===== src/sv/srto_pkg.sv =====
package srto_pkg;

  localparam int MAX_SECTIONS_DEF = 16;

  localparam int CFG_IDX_W  = 1;
  localparam int CFG_DATA_W = 5;
  localparam int ADDR_W     = 32;
  localparam int SLOT_W     = 4;

  localparam int IN_DATA_W  = 168;
  localparam int OUT_DATA_W = 40;

  localparam logic [4:0] SECTION_COUNT_RST = 5'd0;
  localparam logic [4:0] ALIGN_LOG2_RST    = 5'd12;

  typedef enum logic [CFG_IDX_W-1:0] {
    REG_SECTION_COUNT = 1'b0,
    REG_ALIGN_LOG2    = 1'b1
  } cfg_reg_t;

  typedef enum logic {
    MODE_LOAD  = 1'b0,
    MODE_QUERY = 1'b1
  } mode_t;

  // microcode addresses
  typedef enum logic [2:0] {
    ST_IDLE     = 3'd0,
    ST_DISPATCH = 3'd1,
    ST_LOAD     = 3'd2,
    ST_QSTART   = 3'd3,
    ST_WALK     = 3'd4,
    ST_DRAIN1   = 3'd5,
    ST_DRAIN2   = 3'd6,
    ST_FIN      = 3'd7
  } step_t;

  typedef enum logic [2:0] {
    C_NEVER      = 3'd0,
    C_ALWAYS     = 3'd1,
    C_NO_ACCEPT  = 3'd2,
    C_IS_LOAD    = 3'd3,
    C_EMPTY      = 3'd4,
    C_MORE       = 3'd5,
    C_OUT_BUSY   = 3'd6
  } cond_t;

  typedef struct packed {
    logic  in_rdy;
    logic  q_init;
    logic  mem_wr;
    logic  rd_issue;
    logic  out_load;
    cond_t cond;
    step_t jump;
    step_t next;
  } ctrl_word_t;

  typedef struct packed {
    logic in_acc;
    logic is_load;
    logic empty;
    logic more;
    logic out_busy;
  } seq_status_t;

  function automatic ctrl_word_t rom_word(input step_t step);
    ctrl_word_t w;
    w = '{in_rdy: 1'b0, q_init: 1'b0, mem_wr: 1'b0, rd_issue: 1'b0, out_load: 1'b0,
          cond: C_NEVER, jump: ST_IDLE, next: ST_IDLE};
    unique case (step)
      ST_IDLE: begin
        w.in_rdy = 1'b1;
        w.cond   = C_NO_ACCEPT;
        w.jump   = ST_IDLE;
        w.next   = ST_DISPATCH;
      end
      ST_DISPATCH: begin
        w.q_init = 1'b1;
        w.cond   = C_IS_LOAD;
        w.jump   = ST_LOAD;
        w.next   = ST_QSTART;
      end
      ST_LOAD: begin
        w.mem_wr = 1'b1;
        w.cond   = C_ALWAYS;
        w.jump   = ST_FIN;
      end
      ST_QSTART: begin
        w.cond = C_EMPTY;
        w.jump = ST_FIN;
        w.next = ST_WALK;
      end
      ST_WALK: begin
        w.rd_issue = 1'b1;
        w.cond     = C_MORE;
        w.jump     = ST_WALK;
        w.next     = ST_DRAIN1;
      end
      ST_DRAIN1: begin
        w.next = ST_DRAIN2;
      end
      ST_DRAIN2: begin
        w.next = ST_FIN;
      end
      ST_FIN: begin
        w.out_load = 1'b1;
        w.cond     = C_OUT_BUSY;
        w.jump     = ST_FIN;
        w.next     = ST_IDLE;
      end
    endcase
    return w;
  endfunction

endpackage


===== src/sv/srto_seq.sv =====
module srto_seq (
  input  logic                  clk,
  input  logic                  rst_n,
  input  srto_pkg::seq_status_t status,
  output srto_pkg::ctrl_word_t  ctrl
);

  srto_pkg::step_t step_r;
  srto_pkg::step_t step_nxt;
  logic            take;

  assign ctrl = srto_pkg::rom_word(step_r);

  always_comb begin
    unique case (ctrl.cond)
      srto_pkg::C_NEVER:     take = 1'b0;
      srto_pkg::C_ALWAYS:    take = 1'b1;
      srto_pkg::C_NO_ACCEPT: take = !status.in_acc;
      srto_pkg::C_IS_LOAD:   take = status.is_load;
      srto_pkg::C_EMPTY:     take = status.empty;
      srto_pkg::C_MORE:      take = status.more;
      srto_pkg::C_OUT_BUSY:  take = status.out_busy;
      default:               take = 1'b0;
    endcase
    step_nxt = take ? ctrl.jump : ctrl.next;
  end

  always_ff @(posedge clk) begin
    if (!rst_n) begin
      step_r <= srto_pkg::ST_IDLE;
    end else begin
      step_r <= step_nxt;
    end
  end

endmodule


===== src/sv/section_rva_to_file_offset.sv =====
// Channel | Dir | Handshake          | Payload
// in_     | in  | tvalid/tready      | tuser: mode; tdata: slot, start, vsize, raw, rsize, addr
// out_    | out | tvalid/tready      | tdata: found, file_offset
// cfg_    | in  | cfg_we             | cfg_index, cfg_wdata
//
// A load writes its slot of the section table. A query walks count entries,
// count = min(section_count, MAX_SECTIONS), none when count is 0: the walk
// reads one entry per cycle from the section table through a three-stage
// compare pipeline. rst_n is synchronous; the table itself is not cleared.
// A new transaction is taken while a result waits in the output register;
// the sequencer holds in its final step until that register is free.
module section_rva_to_file_offset #(
  parameter int MAX_SECTIONS = srto_pkg::MAX_SECTIONS_DEF
) (
  input  logic                                clk,
  input  logic                                rst_n,
  input  logic                                in_tvalid,
  output logic                                in_tready,
  // [0] mode
  input  logic                                in_tuser,
  // [3:0] entry_index, [35:4] section_start, [67:36] section_virtual_size,
  // [99:68] section_raw_offset, [131:100] section_raw_size,
  // [163:132] query_address, [167:164] zero
  input  logic [srto_pkg::IN_DATA_W-1:0]      in_tdata,
  output logic                                out_tvalid,
  input  logic                                out_tready,
  // [0] found, [32:1] file_offset, [39:33] zero
  output logic [srto_pkg::OUT_DATA_W-1:0]     out_tdata,
  input  logic                                cfg_we,
  input  logic [srto_pkg::CFG_IDX_W-1:0]      cfg_index,
  input  logic [srto_pkg::CFG_DATA_W-1:0]     cfg_wdata
);

  localparam int IDX_W = (MAX_SECTIONS > 1) ? $clog2(MAX_SECTIONS) : 1;
  localparam int CNT_W = $clog2(MAX_SECTIONS + 1);
  localparam int AW    = srto_pkg::ADDR_W;

  srto_pkg::ctrl_word_t  ctrl;
  srto_pkg::seq_status_t status;

  logic in_acc;

  // config
  logic [4:0] section_count_r;
  logic [4:0] align_log2_r;

  // captured transaction
  logic                          is_load_r;
  logic [srto_pkg::SLOT_W-1:0]   slot_r;
  logic [AW-1:0]                 start_r;
  logic [AW-1:0]                 vsize_r;
  logic [AW-1:0]                 raw_r;
  logic                          has_raw_r;
  logic [AW-1:0]                 addr_r;

  // section table; raw offset kept as raw - start
  logic [AW-1:0] mem_start [MAX_SECTIONS];
  logic [AW-1:0] mem_size  [MAX_SECTIONS];
  logic [AW-1:0] mem_delta [MAX_SECTIONS];
  logic          mem_has   [MAX_SECTIONS];

  logic [IDX_W-1:0] idx_r;
  logic [CNT_W-1:0] cnt;
  logic             slot_ok;

  logic          v0_r;
  logic [AW-1:0] rd_start_r;
  logic [AW-1:0] rd_size_r;
  logic [AW-1:0] rd_delta_r;
  logic          rd_has_r;

  logic          v1_r;
  logic [AW-1:0] s1_start_r;
  logic [AW-1:0] s1_align_r;
  logic [AW-1:0] s1_off_r;
  logic          s1_ge_r;
  logic          s1_has_r;

  logic [AW-1:0] mask;
  logic [AW:0]   end_sum;
  logic          hit;

  logic [AW-1:0] offset_r;
  logic          stop_r;

  logic          out_valid_r;
  logic [AW-1:0] out_off_r;
  logic          out_found_r;
  logic          out_ld;

  srto_seq u_seq (
    .clk    (clk),
    .rst_n  (rst_n),
    .status (status),
    .ctrl   (ctrl)
  );

  assign in_tready = ctrl.in_rdy;
  assign in_acc    = in_tvalid && in_tready;

  always_comb begin
    if (32'(section_count_r) > 32'(MAX_SECTIONS)) begin
      cnt = CNT_W'(MAX_SECTIONS);
    end else begin
      cnt = CNT_W'(section_count_r);
    end
  end

  assign slot_ok = 32'(slot_r) < 32'(MAX_SECTIONS);

  assign status.in_acc   = in_acc;
  assign status.is_load  = is_load_r;
  assign status.empty    = (cnt == '0);
  assign status.more     = (32'(idx_r) + 32'd1) < 32'(cnt);
  assign status.out_busy = out_valid_r;

  always_ff @(posedge clk) begin
    if (!rst_n) begin
      section_count_r <= srto_pkg::SECTION_COUNT_RST;
      align_log2_r    <= srto_pkg::ALIGN_LOG2_RST;
    end else if (cfg_we) begin
      unique case (srto_pkg::cfg_reg_t'(cfg_index))
        srto_pkg::REG_SECTION_COUNT: section_count_r <= cfg_wdata;
        srto_pkg::REG_ALIGN_LOG2:    align_log2_r    <= cfg_wdata;
        default: ;
      endcase
    end
  end

  always_ff @(posedge clk) begin
    if (in_acc) begin
      is_load_r <= (srto_pkg::mode_t'(in_tuser) == srto_pkg::MODE_LOAD);
      slot_r    <= in_tdata[3:0];
      start_r   <= in_tdata[35:4];
      vsize_r   <= in_tdata[67:36];
      raw_r     <= in_tdata[99:68];
      has_raw_r <= (in_tdata[131:100] != '0);
      addr_r    <= in_tdata[163:132];
    end
  end

  // table write and registered read
  always_ff @(posedge clk) begin
    if (ctrl.mem_wr && slot_ok) begin
      mem_start[IDX_W'(slot_r)] <= start_r;
      mem_size[IDX_W'(slot_r)]  <= vsize_r;
      mem_delta[IDX_W'(slot_r)] <= raw_r - start_r;
      mem_has[IDX_W'(slot_r)]   <= has_raw_r;
    end
    if (ctrl.rd_issue) begin
      rd_start_r <= mem_start[idx_r];
      rd_size_r  <= mem_size[idx_r];
      rd_delta_r <= mem_delta[idx_r];
      rd_has_r   <= mem_has[idx_r];
    end
  end

  always_ff @(posedge clk) begin
    if (!rst_n) begin
      idx_r <= '0;
      v0_r  <= 1'b0;
      v1_r  <= 1'b0;
    end else begin
      v0_r <= ctrl.rd_issue;
      v1_r <= v0_r;
      if (ctrl.q_init) begin
        idx_r <= '0;
      end else if (ctrl.rd_issue) begin
        idx_r <= idx_r + IDX_W'(1);
      end
    end
  end

  assign mask = ~({AW{1'b1}} << align_log2_r);

  // stage 1: aligned size, candidate offset, lower bound
  always_ff @(posedge clk) begin
    if (v0_r) begin
      s1_start_r <= rd_start_r;
      s1_align_r <= (rd_size_r + mask) & ~mask;
      s1_off_r   <= addr_r + rd_delta_r;
      s1_ge_r    <= addr_r >= rd_start_r;
      s1_has_r   <= rd_has_r;
    end
  end

  // stage 2: upper bound; a wrapped end never matches
  assign end_sum = {1'b0, s1_start_r} + {1'b0, s1_align_r};
  assign hit     = v1_r && !stop_r && s1_ge_r && !end_sum[AW] && (addr_r < end_sum[AW-1:0]);

  always_ff @(posedge clk) begin
    if (!rst_n) begin
      offset_r <= '0;
      stop_r   <= 1'b0;
    end else if (ctrl.q_init) begin
      offset_r <= '0;
      stop_r   <= 1'b0;
    end else if (hit) begin
      if (!s1_has_r) begin
        offset_r <= '0;
        stop_r   <= 1'b1;
      end else begin
        offset_r <= s1_off_r;
      end
    end
  end

  assign out_ld = ctrl.out_load && !out_valid_r;

  always_ff @(posedge clk) begin
    if (!rst_n) begin
      out_valid_r <= 1'b0;
    end else if (out_ld) begin
      out_valid_r <= 1'b1;
    end else if (out_tready) begin
      out_valid_r <= 1'b0;
    end
  end

  always_ff @(posedge clk) begin
    if (out_ld) begin
      out_off_r   <= offset_r;
      out_found_r <= (offset_r != '0);
    end
  end

  assign out_tvalid = out_valid_r;
  assign out_tdata  = {7'b0, out_off_r, out_found_r};

endmodule


===== config.mk =====
export PLATFORM = sky130hd
export DESIGN_NAME = section_rva_to_file_offset
export DESIGN_NICKNAME = d
export VERILOG_FILES = /design/src/sv/srto_pkg.sv /design/src/sv/srto_seq.sv /design/src/sv/section_rva_to_file_offset.sv
export SDC_FILE = /design/constraint.sdc
export NUM_CORES = 2
export LEC_CHECK = 0
export ABC_AREA = 0
export BUFFER_PORTS_ARGS = -buffer_cell sky130_fd_sc_hd__buf_2
export CAP_MARGIN = 20
export CORE_MARGIN = 5
export CORE_UTILIZATION = 35
export CTS_CLUSTER_SIZE = 30
export DETAILED_ROUTE_END_ITERATION = 12
export SLEW_MARGIN = 5
export SYNTH_ARGS = -nofsm -noshare
export SYNTH_HDL_FRONTEND = slang
export SYNTH_SLANG_ARGS = --single-unit

===== constraint.sdc =====
create_clock -name clk -period 20.1 [get_ports clk]
set_clock_uncertainty 0.2 [all_clocks]
set_input_delay 4.02 -clock clk [delete_from_list [all_inputs] [get_ports clk]]
set_output_delay 4.02 -clock clk [all_outputs]
set_load 0.005 [all_outputs]

* Yosys cells after proc, flatten, opt, wreduce, memory -nomap -nowiden
Memory sizes are Yosys's and may differ from the RTL's. A register that Yosys moved wholly into a read port is not among the register bits.
Index checks and enable logic that the tools add are counted.
** Word-level totals
- Bits in writable memories :: 1552
- Memories kept :: 4
- Flip-flop bits (word level) :: 318
- Logic and storage cells :: 92
- Input port bits :: 180
- Output and inout bits :: 42
** Operators by class
- $add $sub $neg :: 6
- Order comparisons :: 4
- Shift operators :: 1
- Eq/ne operators :: 13
- Multiplexer cells :: 15
- Bitwise gates (word level) :: 7
- Reductions and logical operators :: 19
** Memories
- mem_delta :: words 16, bits a word 32, read ports 1, clocked after memory_dff 1, wr ports 1, RTL line section_rva_to_file_offset.sv:59 : logic [AW-1:0] mem_delta [MAX_SECTIONS];
- mem_size :: words 16, bits a word 32, read ports 1, clocked after memory_dff 1, wr ports 1, RTL line section_rva_to_file_offset.sv:58 : logic [AW-1:0] mem_size [MAX_SECTIONS];
- mem_start :: words 16, bits a word 32, read ports 1, clocked after memory_dff 1, wr ports 1, RTL line section_rva_to_file_offset.sv:57 : logic [AW-1:0] mem_start [MAX_SECTIONS];
- mem_has :: words 16, bits a word 1, read ports 1, clocked after memory_dff 1, wr ports 1, RTL line section_rva_to_file_offset.sv:60 : logic mem_has [MAX_SECTIONS];
** Operators by type and width (count)
- adder 32 bit :: 2
- NOT 32 bit :: 2
- nonzero test 32 bit :: 2
- case mux 6 bit (6 select lines) :: 1
- adder 32 x 32 -> 33 bit :: 1
- AND 32 bit :: 1
- >= comparator 32 bit :: 1
- less-than comparator 32 bit :: 1
- two-way mux 32 bit :: 1
- left shift 32 x 5 -> 32 bit (first input constant) :: 1
- subtractor 32 bit :: 1
- equality test 3 bit (second input constant) :: 7
- case mux 3 bit (6 select lines) :: 1
- equality test 3 x 2 -> 1 bit (second input constant) :: 4
- two-way mux 1 bit :: 9
- equality test 3 x 1 -> 1 bit (second input constant) :: 2
- logical AND 1 bit :: 6
- case mux 1 bit (6 select lines) :: 1
- AND reduction 2 bit :: 3
- adder 4 x 1 -> 5 bit (second input constant) :: 1
- > comparator 5 bit (second input constant) :: 1
- zero test 5 bit :: 1
- less-than comparator 5 bit :: 1
- two-way mux 5 bit :: 1
- other kinds (7) :: 13

* Depth between registers and ports, before layout
- Depth in word-level cells :: 6
- Depth in mapped cells :: 24
- Gate-level depth less buffers :: 22

* Cells and area by module
From an unflattened synthesis, not the netlist that was laid out.
** Unflattened totals
- Cells, all modules :: 4004
- Area, all modules :: 79887.9 µm²
** By module, submodules not included
- section_rva_to_file_offset :: times used 1, sequential area each 58476.1 µm², cells an instance 3962, area an instance 79592.6 µm²
- srto_seq :: times used 1, sequential area each 60.1 µm², cells an instance 42, area an instance 295.3 µm²

* Worst setup path before layout
No wires, ideal clock.
- Path type :: input port to flip-flop
- From :: in in_tvalid
- To :: reg addr_r[0] (enable)
- Stages on the path :: 2
- Data arrival time :: 13.120 ns
- Buffers on the path :: 0
- Path slack :: 5.989 ns
- Data required time :: 19.109 ns
- Setup time :: 0.791 ns
- Cell sequence :: nand2b_1 > nor3_1
** Between the ends
- Longest elaborated chain between the ends :: 1
** Ends and longest elaborated chain
- from (decl) :: RTL line section_rva_to_file_offset.sv:17 : input logic in_tvalid,
- logical AND 1 bit :: RTL line section_rva_to_file_offset.sv:99 : assign in_acc = in_tvalid && in_tready;
- named net in_acc :: RTL line section_rva_to_file_offset.sv:41 : logic in_acc;
- to (signal assigned) :: RTL line section_rva_to_file_offset.sv:138 : addr_r <= in_tdata[163:132];
- to (decl) :: RTL line section_rva_to_file_offset.sv:54 : logic [AW-1:0] addr_r;
The timed path passes the listed nets, and every way through them passes these cells.
A chain may end at the register's enable or synchronous reset.

* Worst setup path after layout
- From :: reg u_seq.step_r[1]
- To :: out in_tready
** Between the ends
- Longest elaborated chain between the ends :: 2
** Ends and longest elaborated chain
- from (decl) :: RTL line srto_seq.sv:8 : srto_pkg::step_t step_r;
- from (signal assigned) :: RTL line srto_seq.sv:30 : step_r <= srto_pkg::ST_IDLE;
- from (signal assigned) :: RTL line srto_seq.sv:32 : step_r <= step_nxt;
- zero test 3 bit :: RTL line srto_pkg.sv:71 : unique case (step)
- two-way mux 1 bit :: RTL line srto_pkg.sv:71
- to (decl) :: RTL line section_rva_to_file_offset.sv:18 : output logic in_tready,
No other way between the ends.

==> results.md <==
- Status: complete, no violations
- Vias/cell: 5.26
- Routability cong.: 0.883
- Share of cells above drive strength 1: 0.252
- Hold depth: 0
- DRC: 0
- Number of detailed-route iterations in the first pass: 5
- Ys flop type: edfxtp_1
- Post-layout net count: 4717
- Xor and xnor area share after synthesis: 0.0126
- Core Area: 225000 sq um
- Cell taking the most area after synthesis: edfxtp_1
- Worst hold start: rd_has_r
- CTS sink count: 1967
- Hold Crit Endpoint: s1_has_r
- Port Buffers: 210
- Finish-stage setup viols: 0
- Synth Area per Inst: 19.9 sq um
- Reg2reg start: s1_align_r[0]
- Row count: 174
- CTS root buf: clkbuf_16
- DP HPWL: 115000 microns
- Die Y: 486 microns
- Syn Inst Count: 3996
- Post-synth ARST share: 0
- Yosys reg bits: 1967
- Starting DRT DRC Count: 3865
- Final worst setup slack: 13.78 ns
- Final period util: 0.314
- CP Class: reg -> out
- R2R cell count: 21
- Synth Area in Simple Gates: 0.0330
- CTS tree: done
- Number of global-route vias before repair: 39.6k
- Total Neg Setup Slack: 0 ns
- Worst r2r dst: offset_r[2]
- Top post-synthesis cells by area: edfxtp_1, mux4_2, ha_1, dfxtp_1, a21oi_1
- Routed Antenna Nets: 0
- Reg-to-reg slack, setup: 13.86 ns
- Die width: 486 microns
- Hold Vio Cnt, Final: 0
- First-pass GRT wire length: 286000 microns
- MaxCap Viol Count: 0
- Synth Area in Compound Gates: 0.0351
- Worst-path clk slew: 0.06 ns
- Clock tree buffer depth: 3
- Leak: 29.2 nW
- Cts repair resizes: 0
- Post-Synth Adder-Cell Area: 0.0313
- Largest regs: mem_delta (512), mem_size (512), mem_start (512)
- Commonest cells in the netlist: edfxtp_1, mux4_2, ha_1, nand2_1, a21oi_1
- Post-synthesis mux area share: 0.138
- Post-Syn Area: 79400 sq um
- RSZ-0062 raised after global routing: false
- Min Clock Period, post-route: 6.32 ns
- Overflow after GRT: 0
- PwrDens: 119 nW/um^2
- Hold Buf Count CTS: 0
- Synth cell types: 70
- Sequential share of the synthesized area: 0.737
- Pin count of the biggest net entering global routing: 107
- CP endpoint kind: output port
- Post-CTS setup buffers: 0
- Die ar.: 236000 sq um
- CP required: 15.88 ns
- Dpl ws: 13.58 ns
- Starting Density: 0.352
- Wire length per cell: 26.5 microns
- Hold WC Path Type: reg -> reg
- Later-pin clock latency in the skew report: 0.84 ns
- Worst IR drop on VDD: 0.0804 mV
- TritonCTS buffer count: 193
- Worst EP arrival: 2.10 ns
- Fin. max-slew vios: 0
- Top-area cell type share of the netlist area: 0.724
- Fmax: 0.158 GHz
- I/O Pins: 222
- Routed wire length: 199000 microns
- Worst-Margin Slew: 1.10 ns
- Relative slew slack: 0.263
- Vias: 39.5k
- Htree depth: 4
- EDFF count, synth: 1914
- Total GRT Usage: 0.166
- CP Launch Type: flop
- Area grow syn2layout: 14.3%
- Most numerous cell in the Yosys netlist: edfxtp_1
- Ys Warns: 0
- Antenna violations before repair: 26
- Largest family of logic cells by synthesized area: multiplexers
- Hold slack: 0.231 ns
- Worst-path fanout max: 16
[cell type report]
| type | count | area, sq um |
|---|---|---|
| Sequential cell | 1967 | 58600 |
| Multi-Input combinational cell | 1783 | 20000 |
| Fill cell | 20000 | 135000 |
| Tap cell | 2992 | 3740 |
| Inverter | 102 | 383 |
| Antenna cell | 8 | 20.0 |
| Clock buffer | 250 | 5210 |
| Clock inverter | 108 | 985 |
| Timing Repair Buffer | 294 | 1800 |
[critical path: stages, from the launching register on]
cell and delay (ns):
dfxtp_1 0.81, nor3_1 0.12, buf_4 0.22, buf_2 0.13
[where the power goes]
part	internal [W]	leakage [nW]	switching (W)
logic	0.000703	8.47	0.00113
registers	0.00520	17.8	0.000256
clock network	0.00198	3.01	0.00156
[cells by family (layout without fill, tap and decap cells)]
family	Yosys count	in the layout
AND/OR/NAND/NOR	537	537
adder cells (fa/ha/maj)	196	196
buffers and inverters	252	754
other	1	15
multiplexers	491	491
AO/OA/AOI/OAI	438	438
flip-flops	1967	1967
XOR/XNOR	114	114
[per-layer routing]
metal,part of all wire,vias up,GRT usage
li1,-,17100,-
met1,0.43,20700,0.236
met2,0.47,1387,0.261
met3,0.072,295,0.0349
met4,0.027,2,0.0484
met5,0.000065,-,0
[stage by stage]
step                std cells  power [W]   util  area (sq um)
finish                   7504     0.0108  0.403         90700
global route             7500     0.0113  0.403         90700
CTS                      7483     0.0109  0.402         90600
detailed placement       7125    0.00736  0.375         84400
global placement         7123    0.00730  0.375         84400
floorplan                4002    0.00667      -         79400
[worst max path at each step]
stage                          from           end  slack [ns]  cells past startpoint
floorplan                 in_tvalid     addr_r[0]        5.99                      2
global placement          in_tvalid    start_r[8]       13.61                      5
detailed placement        in_tvalid    start_r[7]       13.58                      5
CTS                 u_seq.step_r[1]     in_tready       13.74                      3
global route          s1_start_r[1]  offset_r[30]       13.48                     20
finish              u_seq.step_r[1]     in_tready       13.78                      3
[cells in the final DEF, fill, tap and decap left out, drive strengths merged, types with 8 or more instances in the layout]
cell type / count
a211oi: 13
a21o: 82
a21oi: 154
a31oi: 18
and2: 10
and3: 17
buf: 293
bufinv: 11
clkbuf: 251
clkinv: 78
dfxtp: 53
diode: 8
edfxtp: 1914
ha: 192
inv: 114
mux4: 485
nand2: 155
nand2b: 25
nand3: 35
nand4: 26
nor2: 123
nor2b: 34
nor3: 28
nor4: 20
o211ai: 10
o21a: 22
o21ai: 69
o21bai: 13
or2: 43
or3: 8
xnor2: 67
xor2: 47
Note: power is estimated with default switching activity, not from simulation.
